$ cat src/design/vnui_pkg.sv
// ----------------------------------------------------------------------------
// vnui_pkg
// Shared types and constants of the vertex normal index unifier: widths,
// error codes, controller states and the command and status bundles.
// ----------------------------------------------------------------------------
`default_nettype none

package vnui_pkg;

    // Field widths
    localparam int INDEX_W   = 12;
    localparam int NORMAL_W  = 32;
    localparam int BASE_W    = 13;
    localparam int ERR_W     = 2;
    localparam int NRM3_W    = 3 * NORMAL_W;

    // Stream packing
    localparam int S_TDATA_W = 112;
    localparam int M_TDATA_W = 24;
    localparam int M_TUSER_W = 3;

    // Width of the mesh epoch tag kept per slot
    localparam int EPOCH_W   = 8;

    // Error codes
    localparam logic [ERR_W-1:0] ERR_NONE  = 2'd0;
    localparam logic [ERR_W-1:0] ERR_INDEX = 2'd1;
    localparam logic [ERR_W-1:0] ERR_FULL  = 2'd2;

    // Controller states
    typedef enum logic [2:0] {
        ST_INIT,
        ST_IDLE,
        ST_CLEAR,
        ST_READ,
        ST_DECIDE
    } state_t;

    // Controller to datapath
    typedef struct packed {
        logic load_in;
        logic clr_en;
        logic rd_en;
        logic commit;
    } cmd_t;

    // Datapath to controller
    typedef struct packed {
        logic epoch_wrap;
        logic clr_last;
        logic out_free;
    } status_t;

endpackage

`default_nettype wire

$ cat src/design/vnui_ctrl.sv
// ----------------------------------------------------------------------------
// vnui_ctrl
// Sequencer: boot clear, word accept, optional tag clear on epoch wrap,
// table read and decide/commit into the output register.
// ----------------------------------------------------------------------------
`default_nettype none

module vnui_ctrl
(
    input  wire logic              clk,
    input  wire logic              rst_n,
    input  wire logic              s_tvalid,
    input  wire logic              s_tuser,
    output logic                   s_tready,
    input  wire vnui_pkg::status_t status,
    output vnui_pkg::cmd_t         cmd
);

    vnui_pkg::state_t state_reg;
    vnui_pkg::state_t state_next;

    // State register
    always_ff @(posedge clk or negedge rst_n)
    begin
        if (!rst_n)
        begin
            state_reg <= vnui_pkg::ST_INIT;
        end
        else
        begin
            state_reg <= state_next;
        end
    end

    // Next state and commands
    always_comb
    begin
        state_next  = state_reg;
        s_tready    = 1'b0;
        cmd.load_in = 1'b0;
        cmd.clr_en  = 1'b0;
        cmd.rd_en   = 1'b0;
        cmd.commit  = 1'b0;
        case (state_reg)
            vnui_pkg::ST_INIT:
            begin
                cmd.clr_en = 1'b1;
                if (status.clr_last)
                begin
                    state_next = vnui_pkg::ST_IDLE;
                end
            end
            vnui_pkg::ST_IDLE:
            begin
                s_tready = 1'b1;
                if (s_tvalid)
                begin
                    cmd.load_in = 1'b1;
                    // mesh start with exhausted epochs needs a tag sweep first
                    if (s_tuser && status.epoch_wrap)
                    begin
                        state_next = vnui_pkg::ST_CLEAR;
                    end
                    else
                    begin
                        state_next = vnui_pkg::ST_READ;
                    end
                end
            end
            vnui_pkg::ST_CLEAR:
            begin
                cmd.clr_en = 1'b1;
                if (status.clr_last)
                begin
                    state_next = vnui_pkg::ST_READ;
                end
            end
            vnui_pkg::ST_READ:
            begin
                cmd.rd_en  = 1'b1;
                state_next = vnui_pkg::ST_DECIDE;
            end
            vnui_pkg::ST_DECIDE:
            begin
                // hold until the output register can take the result
                if (status.out_free)
                begin
                    cmd.commit = 1'b1;
                    state_next = vnui_pkg::ST_IDLE;
                end
            end
            default:
            begin
                state_next = vnui_pkg::ST_INIT;
            end
        endcase
    end

endmodule

`default_nettype wire

$ cat config.mk
export PLATFORM = sky130hd
export DESIGN_NAME = vnui_ctrl
export DESIGN_NICKNAME = d
export VERILOG_FILES = /design/src/design/vnui_pkg.sv /design/src/design/vnui_ctrl.sv
export SDC_FILE = /design/constraint.sdc
export NUM_CORES = 1
export LEC_CHECK = 0
export ABC_AREA = 0
export BUFFER_PORTS_ARGS = -buffer_cell sky130_fd_sc_hd__buf_2
export CORE_AREA = 2 2 39 41
export DETAILED_ROUTE_END_ITERATION = 8
export DIE_AREA = 0 0 41 43
export GPL_TIMING_DRIVEN = 0
export PLACE_DENSITY = 0.32
export SETUP_SLACK_MARGIN = 0.4
export SLEW_MARGIN = 20
export SYNTH_ARGS = -nofsm -noshare
export SYNTH_HDL_FRONTEND = slang
export SYNTH_SLANG_ARGS = --single-unit
$ cat constraint.sdc
create_clock -name clk -period 2.5 [get_ports clk]
set_input_delay 0.5 -clock clk [delete_from_list [all_inputs] [get_ports clk]]
set_output_delay 0.5 -clock clk [all_outputs]
set_load 0.02 [all_outputs]
==> impl_metrics.json <==
{
  "grt.overflow.total": 0,
  "cts.path.max_buffers": 2,
  "drt-initial-drc-count": 1,
  "h-tree-depth": 1,
  "die-area_sq_um": 1760,
  "antenna_cells": 0,
  "grt_first_pass_wirelength_microns": 731,
  "ys_top_cells_by_area": "dfrtp_1 (43%), and4bb_1 (7.2%), nor3b_2 (7.2%)",
  "cts-resized-gates": 0,
  "largest_reg_flops": 3,
  "yosysMostFrequentCell": "dfrtp_1",
  "die_y_microns": 43,
  "routabilityCongestion": 0.629,
  "cts_buffers": 3,
  "fill_cells": 155,
  "antenna_found_initial": 0,
  "powerDensity_nw_per_um2": 1250,
  "ant_nets": 0,
  "drtPass1Iterations": 4,
  "final_hold_viol_count": 0,
  "maxSlewHeadroom_pct": 85.0,
  "peakVddDrop_mv": 0.241,
  "clock-sinks": 3,
  "crit_type": "register to primary output",
  "design.core.area_sq_um": 1380,
  "p_total_uw": 345,
  "worst-r2r-setup-slack_ps": 1440,
  "std_cell_rows": 14,
  "via_per_inst": 3.70,
  "crit_arrival_ps": 1220,
  "drc": 0,
  "ys_types": 14,
  "tns_ps": 0,
  "ys_seq_area_share_pct": 43.2,
  "postCtsSetupBuffers": 0,
  "start_kind": "register",
  "setup.worst_path.start": "state_reg[0]",
  "hold_buffers": 0,
  "setup_violations": 0,
  "synth_flop_cell": "dfrtp_1",
  "cp_max_fo": 8,
  "drive_above_1_share_pct": 48.4,
  "ios": 12,
  "synth_area_leader_cell": "dfrtp_1",
  "finalMaxSlewViolations": 0,
  "path_clk_slew_ps": 40,
  "synth_top_area_share_pct": 43.2,
  "syn_inst": 16,
  "wirelength_microns": 429,
  "fin_crit_sh_pct": 68.7,
  "vias": 174,
  "ys_ff_latch": 3,
  "avgSynthCellArea_sq_um": 10.9,
  "worstMarginPinSlew_ps": 222,
  "p_leak_nw": 0.144,
  "dieWidth_microns": 41,
  "grt.total_usage_pct": 6.84,
  "port_buffers": 11,
  "cp_data_required_time_ps": 2000,
  "root_buffer": "clkbuf_4",
  "grt_max_degree": 9,
  "r2r_start": "state_reg[0]",
  "area_growth_pct": 58.3,
  "ys_warn_count": 0,
  "insertion_delay_ps": 230,
  "end_kind": "primary output",
  "synthArstFlopShare_pct": 100,
  "cts_tree": "yes",
  "synthesis.nets": 23,
  "nets": 39,
  "route.detailed.wl_per_inst_microns": 9.13,
  "synth-edff-count": 0,
  "min_period_ps": 1720,
  "status": "complete, no violations",
  "grt_pass1_vias": 169,
  "maxCapViolations": 0,
  "fmax_mhz": 582,
  "hold_class": "input port to async pin",
  "reg2reg_to": "state_reg[0]",
  "rsz0062_at_grt": "no",
  "finClkSkew_ps": 1.73,
  "start_util_pct": 12.6,
  "synth_area_sq_um": 174,
  "final_util_pct": 19.9,
  "r2r_cells": 2,
  "cp-endpoint": "cmd[3]"
}
## logic make-up (layout without fill, tap and decap cells)
logic type | after synthesis | count (layout) | synth area share [%]
AND/OR/NAND/NOR | 11 | 11 | 48.9
AO/OA/AOI/OAI | 2 | 2 | 7.91
buffers and inverters | 0 | 15 | 0
flip-flops | 3 | 3 | 43.2
## area by class of cell
class	instances	area (sq um)	area share [%]
multi-input combinational	13	98.8	35.9
sequential	3	75.1	27.3
timing repair buffer	11	55.1	20.0
clock buffer	4	26.3	9.55
tap	16	20.0	7.27
## cells in the final DEF, fill, tap and decap left out, drive strengths merged
master | Yosys | layout
nor2 | 1 | 1
nor3b | 2 | 2
or2 | 1 | 1
a21oi | 1 | 1
clkbuf | 0 | 4
and4bb | 1 | 1
a211o | 1 | 1
and2 | 1 | 1
nor4b | 1 | 1
buf | 0 | 11
nand2b | 1 | 1
nand3b | 1 | 1
nand3 | 1 | 1
and3b | 1 | 1
dfrtp | 3 | 3
## layer usage
| layer | track usage (%) | up-vias | part of all wire, % |
|---|---|---|---|
| met3 | 4.71 | 0 | 3.7 |
| met2 | 7.81 | 4 | 50 |
| met4 | 6.00 | 0 | 0 |
| met1 | 8.09 | 80 | 45 |
| met5 | 0 | - | 0 |
| li1 | - | 90 | - |
## worst max-delay path, cell delays in order, from the launching register on
cell     delay, ps
dfrtp_1        440
nor3b_2        250
and2_1         150
buf_2          150
## power breakdown
group / internal, mW / switching, mW
logic: 0.0728 / 0.0804
registers: 0.0706 / 0.0373
clock network: 0.0597 / 0.0239
total: 0.203 / 0.142
## through the flow
stage / hold slack (ps) / cell area [sq um] / cells / worst slack (ps)
finish: 55.8 / 275 / 47 / 783
global route: 34.8 / 275 / 47 / 674
CTS: 44.3 / 275 / 47 / 762
detailed placement: 297 / 249 / 43 / 1020
global placement: 296 / 249 / 43 / 1020
floorplan: 204 / 174 / 16 / 891
## how the worst min path moves through the flow
stage | endpoint | slack, ps
2_1_floorplan | state_reg[0] | 200
3_3_place_gp | state_reg[2] | 300
3_5_place_dp | state_reg[2] | 300
4_1_cts | state_reg[2] | 40
5_1_grt | state_reg[2] | 30
6_report | state_reg[2] | 60
Note: power is estimated with default switching activity, not from simulation.
